<file path="config.mk">
export PLATFORM = sky130hd
export DESIGN_NAME = phase_locked_tick_tock_timer_core
export DESIGN_NICKNAME = d
export VERILOG_FILES = /design/src/ptlt_pkg.sv /design/src/phase_locked_tick_tock_timer_core.sv /design/src/ptlt_in_reg.sv /design/src/ptlt_step.sv /design/src/ptlt_out_reg.sv
export VERILOG_INCLUDE_DIRS = /design/src /design/src/src
export SDC_FILE = /design/constraint.sdc
export NUM_CORES = 1
export LEC_CHECK = 0
export BUFFER_PORTS_ARGS = -buffer_cell sky130_fd_sc_hd__buf_2
export CAP_MARGIN = 40
export CORE_ASPECT_RATIO = 0.5
export CORE_MARGIN = 10
export CORE_UTILIZATION = 35
export CTS_CLUSTER_DIAMETER = 200
export DETAILED_ROUTE_END_ITERATION = 6
export SYNTH_ARGS = -nofsm -noshare
export SYNTH_HDL_FRONTEND = slang
export SYNTH_HIERARCHICAL = 1
export SYNTH_SLANG_ARGS = --single-unit
</file>
<file path="constraint.sdc">
create_clock -name clk -period 7.8 [get_ports clk]
set_clock_uncertainty 0.15 [all_clocks]
set_input_delay 0 -clock clk [delete_from_list [all_inputs] [get_ports clk]]
set_output_delay 0 -clock clk [all_outputs]
set_load 0.02 [all_outputs]
</file>
<file path="src/assert_macros.svh">
// Assertion macros shared by the timer RTL.
// Depends on nothing; included by files that carry concurrent checks.
`ifndef ASSERT_MACROS_SVH
`define ASSERT_MACROS_SVH

// Same-cycle implication, disabled while reset is asserted.
`define PTLT_ASSERT_NOW(lbl, clk, rst_n, ante, cons) \
  lbl: assert property (@(posedge clk) disable iff (!rst_n) (ante) |-> (cons)) \
    else $error("timer assertion failed");

// Next-cycle implication, disabled while reset is asserted.
`define PTLT_ASSERT_NEXT(lbl, clk, rst_n, ante, cons) \
  lbl: assert property (@(posedge clk) disable iff (!rst_n) (ante) |=> (cons)) \
    else $error("timer assertion failed");

`endif

</file>
<file path="src/ptlt_pkg.sv">
// Shared types, codes and helpers of the tick/tock timer.
// Depends on nothing; imported by every timer module.
`default_nettype none

package ptlt_pkg;

  localparam logic [15:0] INTERVAL_RESET = 16'd20000;
  localparam logic signed [15:0] OFS_MAX = 16'sh7FFF;
  localparam logic signed [15:0] OFS_MIN = 16'sh8000;

  typedef enum logic [2:0] {
    CMD_TIME_PASS = 3'd0,
    CMD_SET_PHASE = 3'd1,
    CMD_OFS_UP    = 3'd2,
    CMD_OFS_DOWN  = 3'd3,
    CMD_OFS_CLEAR = 3'd4,
    CMD_STOP      = 3'd5,
    CMD_RESUME    = 3'd6
  } cmd_t;

  typedef enum logic [1:0] {
    EV_NONE = 2'd0,
    EV_TICK = 2'd1,
    EV_TOCK = 2'd2
  } event_t;

  typedef struct packed {
    logic [2:0]         command;
    logic signed [16:0] phase_shift_value;
  } item_t;

  // Packed so that the first field lands in the highest bits.
  typedef struct packed {
    logic signed [15:0] phase_shift_now;
    logic signed [15:0] freq_offset_now;
    logic               is_running;
    logic [1:0]         event_res;
  } result_t;

  // A period below one microsecond is raised to one.
  function automatic logic [16:0] at_least_one(input logic signed [17:0] p);
    logic [16:0] r;
    if (p < 18'sd1) begin
      r = 17'd1;
    end else begin
      r = p[16:0];
    end
    return r;
  endfunction

endpackage

`default_nettype wire

</file>
<file path="src/phase_locked_tick_tock_timer_core.sv">
// Top level of the tick/tock half-period timer with its configuration register.
// Depends on ptlt_pkg, ptlt_in_reg, ptlt_step, ptlt_out_reg and assert_macros.svh.
`default_nettype none
`include "assert_macros.svh"

// Tick/tock half-period timer. Each request on the input stream is either one
// elapsed microsecond or a command (set phase shift, frequency offset up, down
// or clear, stop, resume). The command code travels in in_tuser and the
// requested phase shift in in_tdata. Every request yields exactly one result
// that reports whether a tick or a tock fired, whether the timer runs, and the
// frequency offset and pending phase shift after the request. The block takes
// one request per clock cycle as long as the consumer keeps out_tready high:
// a request is held in the input register, the update logic works on it in a
// single pass, and the result is captured in the output register. When the
// consumer stalls, one result waits in the output register and one more
// request can still be taken into the input register. The interval register
// (reset 20000) is written through the cfg port at any time the stream is
// idle; half of it is the nominal half period and the phase shift clamp.
// cfg_ready is always high.
module phase_locked_tick_tock_timer_core import ptlt_pkg::*; (
  input  wire logic        clk,
  input  wire logic        rst_n,
  // Input stream.
  input  wire logic        in_tvalid,
  output logic             in_tready,
  input  wire logic [23:0] in_tdata,   // [16:0] phase_shift_value, [23:17] zero
  input  wire logic [2:0]  in_tuser,   // [2:0] command
  // Result stream.
  output logic             out_tvalid,
  input  wire logic        out_tready,
  output logic [39:0]      out_tdata,  // [1:0] event_res, [2] is_running,
                                       // [18:3] freq_offset_now,
                                       // [34:19] phase_shift_now, [39:35] zero
  // Configuration write channel for interval_us.
  input  wire logic        cfg_valid,
  output logic             cfg_ready,
  input  wire logic [15:0] cfg_data
);

  logic [15:0] interval_r, interval_nxt;
  item_t       in_item, cur_item;
  result_t     step_res, out_res;
  logic        item_vld, space, advance;

  // The register is always writable.
  assign cfg_ready    = 1'b1;
  assign interval_nxt = (cfg_valid && cfg_ready) ? cfg_data : interval_r;

  always_ff @(posedge clk) begin
    if (!rst_n) begin
      interval_r <= INTERVAL_RESET;
    end else begin
      interval_r <= interval_nxt;
    end
  end

  assign in_item.command           = in_tuser;
  assign in_item.phase_shift_value = $signed(in_tdata[16:0]);

  // A held request moves on whenever the result register has room.
  assign advance = item_vld && space;

  ptlt_in_reg u_in_reg (
    .clk      (clk),
    .rst_n    (rst_n),
    .in_valid (in_tvalid),
    .in_item  (in_item),
    .in_ready (in_tready),
    .advance  (advance),
    .item_vld (item_vld),
    .item     (cur_item)
  );

  ptlt_step u_step (
    .clk         (clk),
    .rst_n       (rst_n),
    .advance     (advance),
    .item        (cur_item),
    .interval_us (interval_r),
    .result      (step_res)
  );

  ptlt_out_reg u_out_reg (
    .clk        (clk),
    .rst_n      (rst_n),
    .load       (advance),
    .result     (step_res),
    .space      (space),
    .out_valid  (out_tvalid),
    .out_ready  (out_tready),
    .out_result (out_res)
  );

  assign out_tdata = {5'b00000, out_res};

  // Backpressure only reaches the input when both registers are occupied.
  `PTLT_ASSERT_NOW(a_stall_source, clk, rst_n, !in_tready,
    item_vld && out_tvalid && !out_tready)
  // A stopped timer never reports an event.
  `PTLT_ASSERT_NOW(a_no_event_stopped, clk, rst_n, out_tvalid && !out_res.is_running,
    out_res.event_res == EV_NONE)
  // A tock consumes the pending phase shift.
  `PTLT_ASSERT_NOW(a_tock_clears_shift, clk, rst_n,
    out_tvalid && out_res.event_res == EV_TOCK, out_res.phase_shift_now == 16'sd0)
  // A request that moves on from the input register always produces a result in the following cycle.
  `PTLT_ASSERT_NEXT(a_result_follows, clk, rst_n, advance, out_tvalid)

endmodule

`default_nettype wire

</file>
<file path="src/ptlt_in_reg.sv">
// Input register of the timer: holds one accepted request for the step logic.
// Depends on ptlt_pkg.
`default_nettype none

module ptlt_in_reg import ptlt_pkg::*; (
  input  wire logic  clk,
  input  wire logic  rst_n,
  input  wire logic  in_valid,
  input  wire item_t in_item,
  output logic       in_ready,
  input  wire logic  advance,
  output logic       item_vld,
  output item_t      item
);

  logic  vld_r, vld_nxt;
  item_t item_r;

  assign in_ready = !vld_r || advance;
  assign vld_nxt  = in_valid ? 1'b1 : (advance ? 1'b0 : vld_r);

  always_ff @(posedge clk) begin
    if (!rst_n) begin
      vld_r <= 1'b0;
    end else begin
      vld_r <= vld_nxt;
    end
  end

  always_ff @(posedge clk) begin
    if (in_valid && in_ready) begin
      item_r <= in_item;
    end
  end

  assign item_vld = vld_r;
  assign item     = item_r;

endmodule

`default_nettype wire

</file>
<file path="src/ptlt_step.sv">
// Timer state and the single-pass update applied to one request.
// Depends on ptlt_pkg.
`default_nettype none

module ptlt_step import ptlt_pkg::*; (
  input  wire logic        clk,
  input  wire logic        rst_n,
  input  wire logic        advance,
  input  wire item_t       item,
  input  wire logic [15:0] interval_us,
  output result_t          result
);

  logic               running_r, running_nxt;
  logic               next_is_tick_r, next_is_tick_nxt;
  logic [16:0]        remaining_r, remaining_nxt;
  logic signed [15:0] ofs_r, ofs_nxt;
  logic signed [15:0] pps_r, pps_nxt;

  logic [14:0]        half;
  logic signed [17:0] half_s, ofs_s, pps_s, req_s;
  logic signed [17:0] tick_period, tock_period, clamped;
  logic [1:0]         ev;

  assign half        = interval_us[15:1];
  assign half_s      = $signed({3'b000, half});
  assign ofs_s       = {{2{ofs_r[15]}}, ofs_r};
  assign pps_s       = {{2{pps_r[15]}}, pps_r};
  assign req_s       = {item.phase_shift_value[16], item.phase_shift_value};
  assign tick_period = half_s + ofs_s;
  assign tock_period = half_s + pps_s + ofs_s;

  always_comb begin
    if (req_s > half_s) begin
      clamped = half_s;
    end else if (req_s < -half_s) begin
      clamped = -half_s;
    end else begin
      clamped = req_s;
    end
  end

  always_comb begin
    running_nxt      = running_r;
    next_is_tick_nxt = next_is_tick_r;
    remaining_nxt    = remaining_r;
    ofs_nxt          = ofs_r;
    pps_nxt          = pps_r;
    ev               = EV_NONE;
    unique case (item.command)
      CMD_TIME_PASS: begin
        if (running_r) begin
          if (remaining_r > 17'd1) begin
            remaining_nxt = remaining_r - 17'd1;
          end else if (next_is_tick_r) begin
            ev               = EV_TICK;
            next_is_tick_nxt = 1'b0;
            remaining_nxt    = at_least_one(tick_period);
          end else begin
            ev               = EV_TOCK;
            next_is_tick_nxt = 1'b1;
            pps_nxt          = '0;
            remaining_nxt    = at_least_one(tock_period);
          end
        end
      end
      CMD_SET_PHASE: pps_nxt = clamped[15:0];
      CMD_OFS_UP: begin
        if (ofs_r != OFS_MAX) begin
          ofs_nxt = ofs_r + 16'sd1;
        end
      end
      CMD_OFS_DOWN: begin
        if (ofs_r != OFS_MIN) begin
          ofs_nxt = ofs_r - 16'sd1;
        end
      end
      CMD_OFS_CLEAR: ofs_nxt = '0;
      CMD_STOP: begin
        running_nxt   = 1'b0;
        remaining_nxt = '0;
      end
      CMD_RESUME: begin
        running_nxt      = 1'b1;
        next_is_tick_nxt = 1'b0;
        remaining_nxt    = (half == 15'd0) ? 17'd1 : {2'b00, half};
      end
      default: ;
    endcase
  end

  always_ff @(posedge clk) begin
    if (!rst_n) begin
      running_r      <= 1'b0;
      next_is_tick_r <= 1'b0;
      remaining_r    <= '0;
      ofs_r          <= '0;
      pps_r          <= '0;
    end else if (advance) begin
      running_r      <= running_nxt;
      next_is_tick_r <= next_is_tick_nxt;
      remaining_r    <= remaining_nxt;
      ofs_r          <= ofs_nxt;
      pps_r          <= pps_nxt;
    end
  end

  assign result.event_res       = ev;
  assign result.is_running      = running_nxt;
  assign result.freq_offset_now = ofs_nxt;
  assign result.phase_shift_now = pps_nxt;

endmodule

`default_nettype wire

</file>
<file path="src/ptlt_out_reg.sv">
// Result register of the timer: holds one finished result for the consumer.
// Depends on ptlt_pkg.
`default_nettype none

module ptlt_out_reg import ptlt_pkg::*; (
  input  wire logic    clk,
  input  wire logic    rst_n,
  input  wire logic    load,
  input  wire result_t result,
  output logic         space,
  output logic         out_valid,
  input  wire logic    out_ready,
  output result_t      out_result
);

  logic    vld_r, vld_nxt;
  result_t res_r;

  assign space   = !vld_r || out_ready;
  assign vld_nxt = load ? 1'b1 : (out_ready ? 1'b0 : vld_r);

  always_ff @(posedge clk) begin
    if (!rst_n) begin
      vld_r <= 1'b0;
    end else begin
      vld_r <= vld_nxt;
    end
  end

  always_ff @(posedge clk) begin
    if (load) begin
      res_r <= result;
    end
  end

  assign out_valid  = vld_r;
  assign out_result = res_r;

endmodule

`default_nettype wire

</file>
==> flow_summary.yaml <==
sta:
  hold_viol: 0
  slew_viol_final: 0
  fin_crit_ns: 5.77
  fin_crit_sh_pct: 73.9
  finalSetupViolations: 0
  setup-tns-final_ns: 0
  fmax_ghz: 0.173
  tightest_slew_ns: 0.958
  relSlewSlack_pct: 36.1
  rsz0062_at_grt: "no"
  worst_hold_slack_ns: 0.00902
pwr:
  swShare_pct: 32.4
  combPwrFrac_pct: 25.8
  p_seq_share_pct: 36.8
  p_sw_w: 0.000677
  clock_power_share_pct: 37.4
  power.density_nw_per_um2: 185
  power.leakage_nw: 4.71
  internal-power_w: 0.00141
  ir_drop_mv: 0.123
clocking:
  postCtsResizedCells: 0
  hold_buffers: 49
  cts_buffers: 17
  clock_sinks: 123
  post_cts_buffers: 0
  cts_tree: "done"
  clk_pin_slew_ns: 0.06
  cts-htree-levels: 4
  ctsLongestPathBuffers: 2
  clk_latency_ns: 0.43
  cts_root_buf: "clkbuf_16"
logic_synthesis:
  yosysWarnings: 6
  netlist_instances: 1103
  syn_area_per_cell_um2: 8.67
  netlist_area_um2: 9560
floorplan:
  core_um2: 26600
  num_rows: 42
  die_x_um: 254
  die_y_um: 137
  die-area_um2: 34700
  ioPinCount: 91
  start_util_pct: 35.9
global_routing:
  track_usage_pct: 17.9
  antenna_found_initial: 0
  grt_pass1_vias: 8849
  grt_max_degree: 62
  grt_pass1_wl_mm: 48.6
  grt_overflow: 0
route:
  wl_mm: 31.4
  vias: 9119
  vias_per_cell: 5.80
  ant_nets: 0
  drtIter0Drc: 902
  wire_per_inst_um: 20.0
  dr.pass1.iters: 5
  drc: 0
worst_setup_path:
  path_max_fanout: 27
  cp-end-kind: "flip-flop"
  crit_type: "reg2reg"
  cp-start-kind: "flip-flop"
  cp.arrival_ns: 5.79
  required_ns: 7.82
cells_and_area:
  antenna_cells: 0
  drive_gt1_share_pct: 12.5
  n_fill_cell: 2617
  nets: 1342
  area_growth_pct: 18.0
placement:
  gp_congestion: 1.01
  place_hpwl_mm: 23.4
  io_buffers: 76
min_path:
  hp-class: "in2reg"
outcome:
  status: "finished, final reports clean"
run:
  maxCapViolCount: 0
## state kept, by name, summed over array words and instances (netlist names)
signal	count
u_in_reg/item	20
u_in_reg/item_vld	1
u_step/ofs_r	16
u_out_reg/out_valid	1
u_out_reg/out_result	35
u_step/running_r	1
u_step/next_is_tick_r	1
u_step/pps_r	16
interval_r	15
u_step/remaining_r	17
## worst max-delay path: stages (launching register included)
cell and delay, ns:
dfxtp_1 0.42, inv_1 0.24, ha_1 0.29, nor3b_1 0.44
nand4_1 0.33, nor3_1 0.63, nand2_1 0.14, xnor2_1 0.24
ha_1 0.27, o21a_1 0.18, o21ai_0 0.14, nand2_1 0.07
a21oi_1 0.32, a21o_1 0.77, mux2_2 0.42, o22a_1 0.22
a22o_1 0.22
## power by group through the flow
stage	clock, W	sequential (W)	combinational (W)
2_1_floorplan	0	0.000771	0.000366
3_3_place_gp	0	0.000779	0.000495
3_5_place_dp	0	0.000780	0.000505
4_1_cts	0.000800	0.000766	0.000530
5_1_grt	0.000826	0.000772	0.000589
6_report	0.000781	0.000767	0.000539
## worst paths after layout
check | start | end | slack [ns] | depth (start not counted)
setup reg to reg | interval_r[2] | u_out_reg/out_result[28] | 2.03 | 16
hold reg to reg | u_step/pps_r[3] | u_step/pps_r[3] | 0.33 | 2
hold / removal | cfg_valid | interval_r[12] | 0.009 | 3
setup / recovery | interval_r[2] | u_out_reg/out_result[28] | 2.03 | 16
## layer usage
layer	GRT usage [%]	vias to the layer above	part of all wire [%]
li1	-	4298	-
met1	22.6	4404	45
met3	3.90	60	6.3
met2	29.4	357	46
met4	6.84	0	2.0
met5	0	-	0
## final cells by class
class	count	area [um2]	area share [%]
clock buffer	20	457	4.05
clock inverter	12	124	1.10
inverter	50	188	1.66
multi-input combinational	877	6100	54.1
sequential	123	3010	26.7
tap	352	440	3.90
timing repair buffer	137	962	8.52
## placed cells by master, fill, tap and decap left out, types with 24 or more instances in the layout
cell type / instances
dlygate4sd3_1: 49
nor3_1: 32
dfxtp_1: 68
o21ai_0: 76
nand2_1: 106
ha_1: 71
nand3_1: 34
buf_2: 77
edfxtp_1: 55
nor2_1: 68
mux2i_1: 24
inv_1: 50
xnor2_1: 34
a21oi_1: 82
## through the flow
stage | worst slack (ns) | utilization (%) | cell area, um2 | power, W | std cells
6_report | 2.03 | 42.4 | 11300 | 0.00209 | 1571
5_1_grt | 1.51 | 42.4 | 11300 | 0.00219 | 1571
4_1_cts | 2.13 | 42.4 | 11300 | 0.00210 | 1571
3_5_place_dp | 2.15 | 38.3 | 10200 | 0.00128 | 1490
3_3_place_gp | 2.22 | 38.3 | 10200 | 0.00127 | 1488
2_1_floorplan | 3.43 | - | 9580 | 0.00114 | 1107
No activity file was read; power rests on OpenSTA's default activity.
